`src/design/tplod_pkg.sv`:
```
package tplod_pkg;

  localparam int LOD_W   = 2;   // width of the level field
  localparam int MASK_W  = 4;   // width of the neighbor mask
  localparam int ROW_W   = 10;  // width of the patch origin fields
  localparam int COORD_W = 11;  // grid coordinate inside or beside a patch
  localparam int STR_W   = 11;  // grid stride register
  localparam int IDX_W   = 22;  // unwrapped vertex index
  localparam int OUT_W   = 21;  // emitted vertex index

  localparam logic [STR_W-1:0] STRIDE_RESET = STR_W'(257);

  // Neighbor mask bits
  localparam int EDGE_UP    = 0;
  localparam int EDGE_RIGHT = 1;
  localparam int EDGE_DOWN  = 2;
  localparam int EDGE_LEFT  = 3;

  // How a triangle is cut before it is emitted
  typedef enum logic [1:0] {
    SPLIT_NONE,    // one plain triangle
    SPLIT_SIDE,    // midpoint on edge a-b, two triangles
    SPLIT_TB,      // midpoint on edge b-c, two triangles
    SPLIT_CORNER   // midpoints on both edges, three triangles
  } split_t;

  typedef enum logic {
    F_IDLE,
    F_WALK
  } front_state_t;

  // One triangle of one cell, as queued between front and back
  typedef struct packed {
    logic [COORD_W-1:0] row_lo;
    logic [COORD_W-1:0] row_hi;
    logic [COORD_W-1:0] col_lo;
    logic [COORD_W-1:0] col_hi;
    logic               lower;   // 0: upper-left triangle, 1: lower-right
    split_t             split;
    logic               last;    // final triangle slot of the patch
  } tri_desc_t;

endpackage

```
`src/design/terrain_patch_lod_index_generator.sv`:
```
// Terrain patch index generator with crack stitching.
// Command channel: drive start with start_row, start_col, lod_level and
// lod_type; the patch is taken at a clock edge where start is high and busy
// is low. busy stays high until the last triangle of the patch has appeared.
// Results: each triangle shows on vertex_a/b/c for one cycle with tri_valid
// high; the final one of a patch also has last_triangle high. The receiver
// takes every result as it comes and cannot hold them off.
// Stride: grid_stride is written through cfg_valid/cfg_ready while busy is
// low; reset loads 257.
// Path: the first triangle of a patch passes the queue, then stages A, B,
// C and D and the output register, before it shows on the outputs.
// Throughput: one triangle per cycle (level 0: 32 triangles). The front
// walks one triangle slot per cycle into a 4-entry queue while the queue
// is not full; the back turns each slot into one to three triangles, one
// triangle per cycle from its emit stage.
// Reset clears the queue, the pipeline and busy; nothing is in flight after.
module terrain_patch_lod_index_generator
  import tplod_pkg::*;
#(
  parameter int PATCH_CELLS = 4,
  parameter int QUEUE_DEPTH = 4
) (
  input  logic              clk,
  input  logic              rst,
  input  logic              start,
  output logic              busy,
  input  logic [ROW_W-1:0]  start_row,
  input  logic [ROW_W-1:0]  start_col,
  input  logic [LOD_W-1:0]  lod_level,
  input  logic [MASK_W-1:0] lod_type,
  input  logic              cfg_valid,
  output logic              cfg_ready,
  input  logic [STR_W-1:0]  grid_stride,
  output logic              tri_valid,
  output logic [OUT_W-1:0]  vertex_a,
  output logic [OUT_W-1:0]  vertex_b,
  output logic [OUT_W-1:0]  vertex_c,
  output logic              last_triangle
);

  logic             busy_next;
  logic [STR_W-1:0] stride;
  logic             accept;
  logic             q_push;
  logic             q_pop;
  logic             q_full;
  logic             q_empty;
  tri_desc_t        q_wdata;
  tri_desc_t        q_rdata;

  assign accept    = start && !busy;
  assign cfg_ready = !busy;

  always_comb begin
    busy_next = busy;
    if (accept) busy_next = 1'b1;
    else if (tri_valid && last_triangle) busy_next = 1'b0;
  end

  always_ff @(posedge clk) begin
    if (rst) begin
      busy   <= 1'b0;
      stride <= STRIDE_RESET;
    end else begin
      busy <= busy_next;
      if (cfg_valid && cfg_ready) stride <= grid_stride;
    end
  end

  tplod_front #(
    .PATCH_CELLS(PATCH_CELLS)
  ) u_front (
    .clk      (clk),
    .rst      (rst),
    .accept   (accept),
    .start_row(start_row),
    .start_col(start_col),
    .lod_level(lod_level),
    .lod_type (lod_type),
    .q_full   (q_full),
    .q_push   (q_push),
    .q_data   (q_wdata)
  );

  tplod_fifo #(
    .DEPTH(QUEUE_DEPTH)
  ) u_queue (
    .clk      (clk),
    .rst      (rst),
    .push     (q_push),
    .push_data(q_wdata),
    .full     (q_full),
    .pop      (q_pop),
    .pop_data (q_rdata),
    .empty    (q_empty)
  );

  tplod_back u_back (
    .clk          (clk),
    .rst          (rst),
    .stride       (stride),
    .q_empty      (q_empty),
    .q_data       (q_rdata),
    .q_pop        (q_pop),
    .tri_valid    (tri_valid),
    .vertex_a     (vertex_a),
    .vertex_b     (vertex_b),
    .vertex_c     (vertex_c),
    .last_triangle(last_triangle)
  );

endmodule

```
`src/design/tplod_fifo.sv`:
```
module tplod_fifo
  import tplod_pkg::*;
#(
  parameter int DEPTH = 4
) (
  input  logic      clk,
  input  logic      rst,
  input  logic      push,
  input  tri_desc_t push_data,
  output logic      full,
  input  logic      pop,
  output tri_desc_t pop_data,
  output logic      empty
);

  localparam int PtrW = (DEPTH > 1) ? $clog2(DEPTH) : 1;
  localparam int CntW = $clog2(DEPTH + 1);

  tri_desc_t         slots [DEPTH];
  logic [PtrW-1:0]   wr_ptr;
  logic [PtrW-1:0]   rd_ptr;
  logic [CntW-1:0]   count;
  logic              do_push;
  logic              do_pop;

  assign full     = (count == CntW'(DEPTH));
  assign empty    = (count == '0);
  assign do_push  = push && !full;
  assign do_pop   = pop && !empty;
  assign pop_data = slots[rd_ptr];

  always_ff @(posedge clk) begin
    if (do_push) begin
      slots[wr_ptr] <= push_data;
    end
  end

  always_ff @(posedge clk) begin
    if (rst) begin
      wr_ptr <= '0;
      rd_ptr <= '0;
      count  <= '0;
    end else begin
      if (do_push) begin
        wr_ptr <= (wr_ptr == PtrW'(DEPTH - 1)) ? '0 : wr_ptr + 1'b1;
      end
      if (do_pop) begin
        rd_ptr <= (rd_ptr == PtrW'(DEPTH - 1)) ? '0 : rd_ptr + 1'b1;
      end
      if (do_push && !do_pop) begin
        count <= count + 1'b1;
      end else if (do_pop && !do_push) begin
        count <= count - 1'b1;
      end
    end
  end

endmodule

```
`src/design/tplod_front.sv`:
```
module tplod_front
  import tplod_pkg::*;
#(
  parameter int PATCH_CELLS = 4
) (
  input  logic              clk,
  input  logic              rst,
  input  logic              accept,
  input  logic [ROW_W-1:0]  start_row,
  input  logic [ROW_W-1:0]  start_col,
  input  logic [LOD_W-1:0]  lod_level,
  input  logic [MASK_W-1:0] lod_type,
  input  logic              q_full,
  output logic              q_push,
  output tri_desc_t         q_data
);

  localparam int CntW   = (PATCH_CELLS > 1) ? $clog2(PATCH_CELLS) : 1;
  localparam int LvlMax = (PATCH_CELLS >= 8) ? 3 :
                          (PATCH_CELLS >= 4) ? 2 :
                          (PATCH_CELLS >= 2) ? 1 : 0;

  front_state_t       state;
  front_state_t       state_next;
  logic [ROW_W-1:0]   row0;
  logic [ROW_W-1:0]   col0;
  logic [LOD_W-1:0]   lvl;
  logic [MASK_W-1:0]  mask;
  logic [CntW-1:0]    cx;
  logic [CntW-1:0]    cy;
  logic               lower;

  logic [LOD_W-1:0]   lvl_in;
  logic [CntW-1:0]    n_last;
  logic               x_first;
  logic               y_first;
  logic               x_end;
  logic               y_end;
  logic               slot_last;
  logic [COORD_W-1:0] step;
  split_t             split;

  // Clamp the level so that at least one cell is walked
  assign lvl_in = (lod_level > LOD_W'(LvlMax)) ? LOD_W'(LvlMax) : lod_level;

  assign n_last    = CntW'((PATCH_CELLS >> lvl) - 1);
  assign step      = COORD_W'(1) << lvl;
  assign x_first   = (cx == '0);
  assign y_first   = (cy == '0);
  assign x_end     = (cx == n_last);
  assign y_end     = (cy == n_last);
  assign slot_last = lower && x_end && y_end;

  always_comb begin
    split = SPLIT_NONE;
    if (!lower) begin
      priority if (x_first && y_first) begin
        if (mask[EDGE_LEFT] && mask[EDGE_UP]) split = SPLIT_CORNER;
        else if (mask[EDGE_LEFT])             split = SPLIT_SIDE;
        else if (mask[EDGE_UP])               split = SPLIT_TB;
      end else if (x_first && mask[EDGE_LEFT]) begin
        split = SPLIT_SIDE;
      end else if (y_first && mask[EDGE_UP]) begin
        split = SPLIT_TB;
      end else begin
        split = SPLIT_NONE;
      end
    end else begin
      priority if (x_end && y_end) begin
        if (mask[EDGE_RIGHT] && mask[EDGE_DOWN]) split = SPLIT_CORNER;
        else if (mask[EDGE_RIGHT])               split = SPLIT_SIDE;
        else if (mask[EDGE_DOWN])                split = SPLIT_TB;
      end else if (x_end && mask[EDGE_RIGHT]) begin
        split = SPLIT_SIDE;
      end else if (y_end && mask[EDGE_DOWN]) begin
        split = SPLIT_TB;
      end else begin
        split = SPLIT_NONE;
      end
    end
  end

  always_comb begin
    q_data.row_lo = COORD_W'(row0) + (COORD_W'(cy) << lvl);
    q_data.col_lo = COORD_W'(col0) + (COORD_W'(cx) << lvl);
    q_data.row_hi = q_data.row_lo + step;
    q_data.col_hi = q_data.col_lo + step;
    q_data.lower  = lower;
    q_data.split  = split;
    q_data.last   = slot_last;
  end

  always_comb begin
    state_next = state;
    unique case (state)
      F_IDLE: if (accept) state_next = F_WALK;
      F_WALK: if (q_push && slot_last) state_next = F_IDLE;
      default: state_next = F_IDLE;
    endcase
  end

  always_comb begin
    unique case (state)
      F_WALK:  q_push = !q_full;
      default: q_push = 1'b0;
    endcase
  end

  always_ff @(posedge clk) begin
    if (rst) begin
      state <= F_IDLE;
    end else begin
      state <= state_next;
    end
  end

  always_ff @(posedge clk) begin
    if (rst) begin
      cx    <= '0;
      cy    <= '0;
      lower <= 1'b0;
    end else if (accept && state == F_IDLE) begin
      cx    <= '0;
      cy    <= '0;
      lower <= 1'b0;
    end else if (q_push) begin
      lower <= !lower;
      if (lower) begin
        if (x_end) begin
          cx <= '0;
          cy <= cy + 1'b1;
        end else begin
          cx <= cx + 1'b1;
        end
      end
    end
  end

  always_ff @(posedge clk) begin
    if (accept && state == F_IDLE) begin
      row0 <= start_row;
      col0 <= start_col;
      lvl  <= lvl_in;
      // a one-vertex edge has no midpoint: drop the mask at level zero
      mask <= (lvl_in == '0) ? '0 : lod_type;
    end
  end

endmodule

```
`src/design/tplod_back.sv`:
```
module tplod_back
  import tplod_pkg::*;
(
  input  logic             clk,
  input  logic             rst,
  input  logic [STR_W-1:0] stride,
  input  logic             q_empty,
  input  tri_desc_t        q_data,
  output logic             q_pop,
  output logic             tri_valid,
  output logic [OUT_W-1:0] vertex_a,
  output logic [OUT_W-1:0] vertex_b,
  output logic [OUT_W-1:0] vertex_c,
  output logic             last_triangle
);

  // Stage A: descriptor
  logic               a_valid;
  tri_desc_t          a_desc;
  // Stage B: row products
  logic               b_valid;
  logic [IDX_W-1:0]   b_prod_lo;
  logic [IDX_W-1:0]   b_prod_hi;
  logic [COORD_W-1:0] b_col_lo;
  logic [COORD_W-1:0] b_col_hi;
  logic               b_lower;
  split_t             b_split;
  logic               b_last;
  // Stage C: corner indices
  logic               c_valid;
  logic [IDX_W-1:0]   c_va;
  logic [IDX_W-1:0]   c_vb;
  logic [IDX_W-1:0]   c_vc;
  split_t             c_split;
  logic               c_last;
  // Stage D: midpoints and emission
  logic               d_valid;
  logic [IDX_W-1:0]   d_va;
  logic [IDX_W-1:0]   d_vb;
  logic [IDX_W-1:0]   d_vc;
  logic [IDX_W-1:0]   d_mab;
  logic [IDX_W-1:0]   d_mbc;
  split_t             d_split;
  logic               d_last;
  logic [1:0]         d_sub;

  logic               a_ready;
  logic               b_ready;
  logic               c_ready;
  logic               d_ready;
  logic               d_done;
  logic [1:0]         sub_last;
  logic [IDX_W-1:0]   lo_a;
  logic [IDX_W-1:0]   lo_b;
  logic [IDX_W-1:0]   lo_c;
  logic [IDX_W:0]     sum_ab;
  logic [IDX_W:0]     sum_bc;
  logic [IDX_W-1:0]   e_a;
  logic [IDX_W-1:0]   e_b;
  logic [IDX_W-1:0]   e_c;

  always_comb begin
    unique case (d_split)
      SPLIT_NONE:   sub_last = 2'd0;
      SPLIT_CORNER: sub_last = 2'd2;
      default:      sub_last = 2'd1;
    endcase
  end

  assign d_done  = d_valid && (d_sub == sub_last);
  assign d_ready = !d_valid || d_done;
  assign c_ready = !c_valid || d_ready;
  assign b_ready = !b_valid || c_ready;
  assign a_ready = !a_valid || b_ready;
  assign q_pop   = !q_empty && a_ready;

  // Upper-left: (row_hi,col_lo) (row_lo,col_lo) (row_lo,col_hi)
  // Lower-right: (row_lo,col_hi) (row_hi,col_hi) (row_hi,col_lo)
  always_comb begin
    if (b_lower) begin
      lo_a = b_prod_lo + IDX_W'(b_col_hi);
      lo_b = b_prod_hi + IDX_W'(b_col_hi);
      lo_c = b_prod_hi + IDX_W'(b_col_lo);
    end else begin
      lo_a = b_prod_hi + IDX_W'(b_col_lo);
      lo_b = b_prod_lo + IDX_W'(b_col_lo);
      lo_c = b_prod_lo + IDX_W'(b_col_hi);
    end
  end

  assign sum_ab = {1'b0, c_va} + {1'b0, c_vb};
  assign sum_bc = {1'b0, c_vb} + {1'b0, c_vc};

  always_comb begin
    e_a = d_va;
    e_b = d_vb;
    e_c = d_vc;
    unique case (d_split)
      SPLIT_NONE: begin
        e_a = d_va;  e_b = d_vb;  e_c = d_vc;
      end
      SPLIT_SIDE: begin
        if (d_sub == 2'd0) begin
          e_a = d_vc;  e_b = d_va;   e_c = d_mab;
        end else begin
          e_a = d_vc;  e_b = d_mab;  e_c = d_vb;
        end
      end
      SPLIT_TB: begin
        if (d_sub == 2'd0) begin
          e_a = d_va;  e_b = d_vb;   e_c = d_mbc;
        end else begin
          e_a = d_va;  e_b = d_mbc;  e_c = d_vc;
        end
      end
      SPLIT_CORNER: begin
        if (d_sub == 2'd0) begin
          e_a = d_mab; e_b = d_vb;   e_c = d_mbc;
        end else if (d_sub == 2'd1) begin
          e_a = d_mab; e_b = d_mbc;  e_c = d_va;
        end else begin
          e_a = d_va;  e_b = d_mbc;  e_c = d_vc;
        end
      end
      default: begin
        e_a = d_va;  e_b = d_vb;  e_c = d_vc;
      end
    endcase
  end

  always_ff @(posedge clk) begin
    if (rst) begin
      a_valid   <= 1'b0;
      b_valid   <= 1'b0;
      c_valid   <= 1'b0;
      d_valid   <= 1'b0;
      d_sub     <= 2'd0;
      tri_valid <= 1'b0;
    end else begin
      if (a_ready) a_valid <= q_pop;
      if (b_ready) b_valid <= a_valid;
      if (c_ready) c_valid <= b_valid;
      if (d_ready) begin
        d_valid <= c_valid;
        d_sub   <= 2'd0;
      end else begin
        d_sub <= d_sub + 1'b1;
      end
      tri_valid <= d_valid;
    end
  end

  always_ff @(posedge clk) begin
    if (q_pop) begin
      a_desc <= q_data;
    end
    if (b_ready) begin
      b_prod_lo <= IDX_W'(a_desc.row_lo) * IDX_W'(stride);
      b_prod_hi <= IDX_W'(a_desc.row_hi) * IDX_W'(stride);
      b_col_lo  <= a_desc.col_lo;
      b_col_hi  <= a_desc.col_hi;
      b_lower   <= a_desc.lower;
      b_split   <= a_desc.split;
      b_last    <= a_desc.last;
    end
    if (c_ready) begin
      c_va    <= lo_a;
      c_vb    <= lo_b;
      c_vc    <= lo_c;
      c_split <= b_split;
      c_last  <= b_last;
    end
    if (d_ready) begin
      d_va    <= c_va;
      d_vb    <= c_vb;
      d_vc    <= c_vc;
      d_mab   <= sum_ab[IDX_W:1];
      d_mbc   <= sum_bc[IDX_W:1];
      d_split <= c_split;
      d_last  <= c_last;
    end
    // wrap indices to the output width
    vertex_a      <= e_a[OUT_W-1:0];
    vertex_b      <= e_b[OUT_W-1:0];
    vertex_c      <= e_c[OUT_W-1:0];
    last_triangle <= d_done && d_last;
  end

endmodule

```
`config.mk`:
```
export PLATFORM = sky130hd
export DESIGN_NAME = terrain_patch_lod_index_generator
export DESIGN_NICKNAME = d
export VERILOG_FILES = /design/src/design/tplod_pkg.sv /design/src/design/terrain_patch_lod_index_generator.sv /design/src/design/tplod_fifo.sv /design/src/design/tplod_front.sv /design/src/design/tplod_back.sv
export SDC_FILE = /design/constraint.sdc
export NUM_CORES = 1
export LEC_CHECK = 0
export ABC_AREA = 1
export BUFFER_PORTS_ARGS = -buffer_cell sky130_fd_sc_hd__buf_2
export CAP_MARGIN = 20
export CORE_MARGIN = 2
export CORE_UTILIZATION = 40
export DETAILED_ROUTE_END_ITERATION = 10
export GPL_TIMING_DRIVEN = 0
export SLEW_MARGIN = 30
export SYNTH_ARGS = -nofsm -noshare
export SYNTH_HDL_FRONTEND = slang
export SYNTH_HIERARCHICAL = 1
export SYNTH_SLANG_ARGS = --single-unit
```
`constraint.sdc`:
```
create_clock -name clk -period 9.3 [get_ports clk]
set_clock_uncertainty 0.15 [all_clocks]
set_input_delay 2.79 -clock clk [delete_from_list [all_inputs] [get_ports clk]]
set_output_delay 2.79 -clock clk [all_outputs]
set_load 0.01 [all_outputs]
```
==> flow_metrics.py <==
metrics = {
    "placed_design": {
        "globalplace.congestion": 0.963,
        "dp_cells": 5857,
        "dpl_cell_area_um2": 41800,
        "port_buffers": 107,
        "dp_hpwl_um": 91300,
    },
    "hold_path": {
        "hold_start": "u_back/a_desc[24]",
        "hold_class": "flip-flop to flip-flop",
        "whs_endpoint": "u_back/b_col_lo[9]",
        "holdPathStages": 0,
    },
    "detailed_routing": {
        "via_per_inst": 5.14,
        "vias": 30700,
        "ant_nets": 0,
        "post-route-drc-count": 0,
        "wl_um": 115000,
        "wl_per_cell_um": 19.2,
        "drt_iter0_drc": 2587,
        "first_pass_iters": 6,
    },
    "setup_path": {
        "timing.rr.end": "u_back/b_prod_hi[17]",
        "arrival_ns": 5.88,
        "required_ns": 9.51,
        "reg2regPathDepth": 16,
        "cp_max_fo": 10,
        "r2r_setup_slack_ns": 3.62,
        "cp-start-kind": "flip-flop",
        "endpoint_kind": "flip-flop",
        "criticalPathCategory": "flip-flop to flip-flop",
        "r2r_start": "stride[2]",
    },
    "layout": {
        "fin_area_um2": 44200,
        "layout-drive-gt1-share_pct": 7.31,
        "nets": 5107,
        "layout.cells.non_filler": 5983,
        "area_growth_pct": 12.9,
        "diodes": 0,
    },
    "global_route": {
        "grt_pass1_wl_um": 177000,
        "grt_pass1_vias": 30200,
        "grt_use_total_pct": 23.2,
        "grt_overflow_total": 0,
        "antenna_found_initial": 2,
        "grt_max_degree": 56,
    },
    "logic_synthesis": {
        "synth_edf_count": 513,
        "yosysTopAreaCell": "edfxtp_1",
        "ys_ff_latch": 611,
        "synth_compound_area_share_pct": 9.35,
        "syn_area_um2": 39200,
        "yosys.area_share.simple_pct": 18.5,
        "synth_xor_area_share_pct": 2.19,
        "async_flop_share_pct": 0,
        "synthMuxAreaShare_pct": 0.0255,
        "syn_inst": 4458,
        "ys_top_cells_by_area": "edfxtp_1 39%, nand2_1 9.7%, fa_1 8.7%, ha_1 7.7%, inv_1 7.3%",
        "synth_top_family_by_area": "simple AND/OR/NAND/NOR gates",
        "synth_area_per_cell_um2": 8.79,
        "synth_most_common_cell": "nand2_1",
        "ys.flop_type": "edfxtp_1",
        "ys_seq_area_share_pct": 44.3,
        "synth_cell_type_count": 60,
        "yosys_warnings": 6,
        "synth_common_cells": "1013 x nand2_1, 761 x inv_1, 513 x edfxtp_1",
        "synth.net_count": 4912,
        "synth_top_area_share_pct": 39.3,
        "synthAdderAreaFrac_pct": 16.5,
    },
    "clocking": {
        "clk_latency_ns": 0.63,
        "cts_sinks": 611,
        "numCtsBuffers": 70,
        "cts.clk_slew.worst_paths_ns": 0.07,
        "cts_root_buf": "clkbuf_16",
        "cts_setup_buffers": 0,
        "ctsHoldBuffers": 0,
        "cts.path.max_buffers": 3,
        "cts_resized": 0,
        "h-tree-depth": 3,
        "cts_tree": "built",
    },
    "timing": {
        "rsz0062_at_grt": "no",
        "fin_crit_sh_pct": 61.0,
        "finalSetupTns_ns": 0,
        "final-hold-violation-count": 0,
        "fmax_mhz": 176,
        "slew_viol_final": 0,
        "period_needed_ns": 5.68,
        "worst_slew_pin_slew_ns": 0.890,
        "setup_viol": 0,
        "slew_headroom_pct": 40.6,
    },
    "status": {
        "outcome": "complete, no violations",
    },
    "die": {
        "initial_core_util_pct": 40.5,
        "io_pins": 108,
        "core_area_um2": 96900,
        "rows": 114,
        "die-area_um2": 100000,
        "die_x_um": 317,
        "die_h_um": 317,
    },
    "run": {
        "cap_viol_max_count": 0,
    },
}
[placed cells by master (no fill, tap or decap), types with 7 or more instances in the layout]
cell	instances
a21oi_1	229
a31oi_1	25
buf_1	10
buf_16	13
buf_2	128
buf_4	8
bufinv_16	12
clkbuf_1	95
clkbuf_16	72
clkinv_1	13
clkinv_2	9
dfxtp_1	98
edfxtp_1	513
fa_1	171
ha_1	242
inv_1	760
inv_2	9
nand2_1	1011
nand2_2	13
nand3_1	248
nand3b_1	16
nand4_1	25
nor2_1	357
nor2_2	19
nor2_4	7
nor3_1	26
o211ai_1	20
o21ai_0	256
o21ai_1	28
o21bai_1	7
o22ai_1	62
o31ai_1	12
xnor2_1	31
xor2_1	65
[state kept, by name (all words and copies together) (netlist names), 22 cells and up, named ones only]
register,count
u_queue/slots,192
u_back/a_desc,48
u_back/b_prod_hi,22
u_back/b_prod_lo,22
u_back/c_va,22
u_back/c_vb,22
u_back/c_vc,22
[cells by family after synthesis]
group	Yosys count
flip-flops	611
adder cells (fa/ha/maj)	413
AO/OA/AOI/OAI	672
XOR/XNOR	97
AND/OR/NAND/NOR	1747
multiplexers	1
buffers and inverters	917
[critical path: stages (launching register included)]
cell and delay [ns]:
dfxtp_1 0.49, clkbuf_1 0.52, nand2_1 0.18, fa_1 0.57
inv_1 0.05, fa_1 0.51, fa_1 0.51, fa_1 0.49
inv_1 0.05, fa_1 0.47, inv_1 0.05, ha_1 0.33
nand2_1 0.14, nor2_1 0.26, nand3_1 0.11, nand2_1 0.08
xor2_1 0.44
[worst max-delay path by stage]
stage / start / to / slack (ns) / cells after the start
after detailed placement: stride[8] / u_back/b_prod_lo[21] / 3.68 / 19
after global placement: u_back/d_split[0] / u_queue/count[1] / -2.23 / 14
after floorplan: u_back/d_split[0] / u_queue/count[1] / 1.06 / 14
after global routing: stride[10] / u_back/b_prod_lo[21] / 3.37 / 18
after CTS: stride[8] / u_back/b_prod_lo[21] / 3.66 / 19
final: stride[2] / u_back/b_prod_hi[17] / 3.62 / 16
[metrics by stage]
step	utilization, %	setup WS (ns)	hold slack (ns)
finish	45.7	3.62	0.245
global route	45.7	3.37	0.264
CTS	45.7	3.66	0.241
detailed placement	43.2	3.68	0.255
global placement	42.7	-2.23	0.251
floorplan	-	1.06	0.250
[layout make-up]
cell class                 instances  area [µm²]
multi-input combinational       2930       18300
sequential                       611       17400
clock inverter                    43         556
fill                            9397       52600
clock buffer                      83        1880
timing repair buffer             123         938
inverter                         773        2910
buffer                           144         699
tap                             1276        1600
[metal layers]
layer  share of wire, %  vias to the layer above  track usage, %
met4                4.3                        0            10.1
met5                  0                        -               0
met3                5.4                      213            2.58
li1                   -                    15000               -
met2                 46                      982            38.3
met1                 44                    14600            31.0
Power is left out: the tool's default activity adds up to more than one toggle a clock period on the data nets, which glitch-free logic cannot reach.
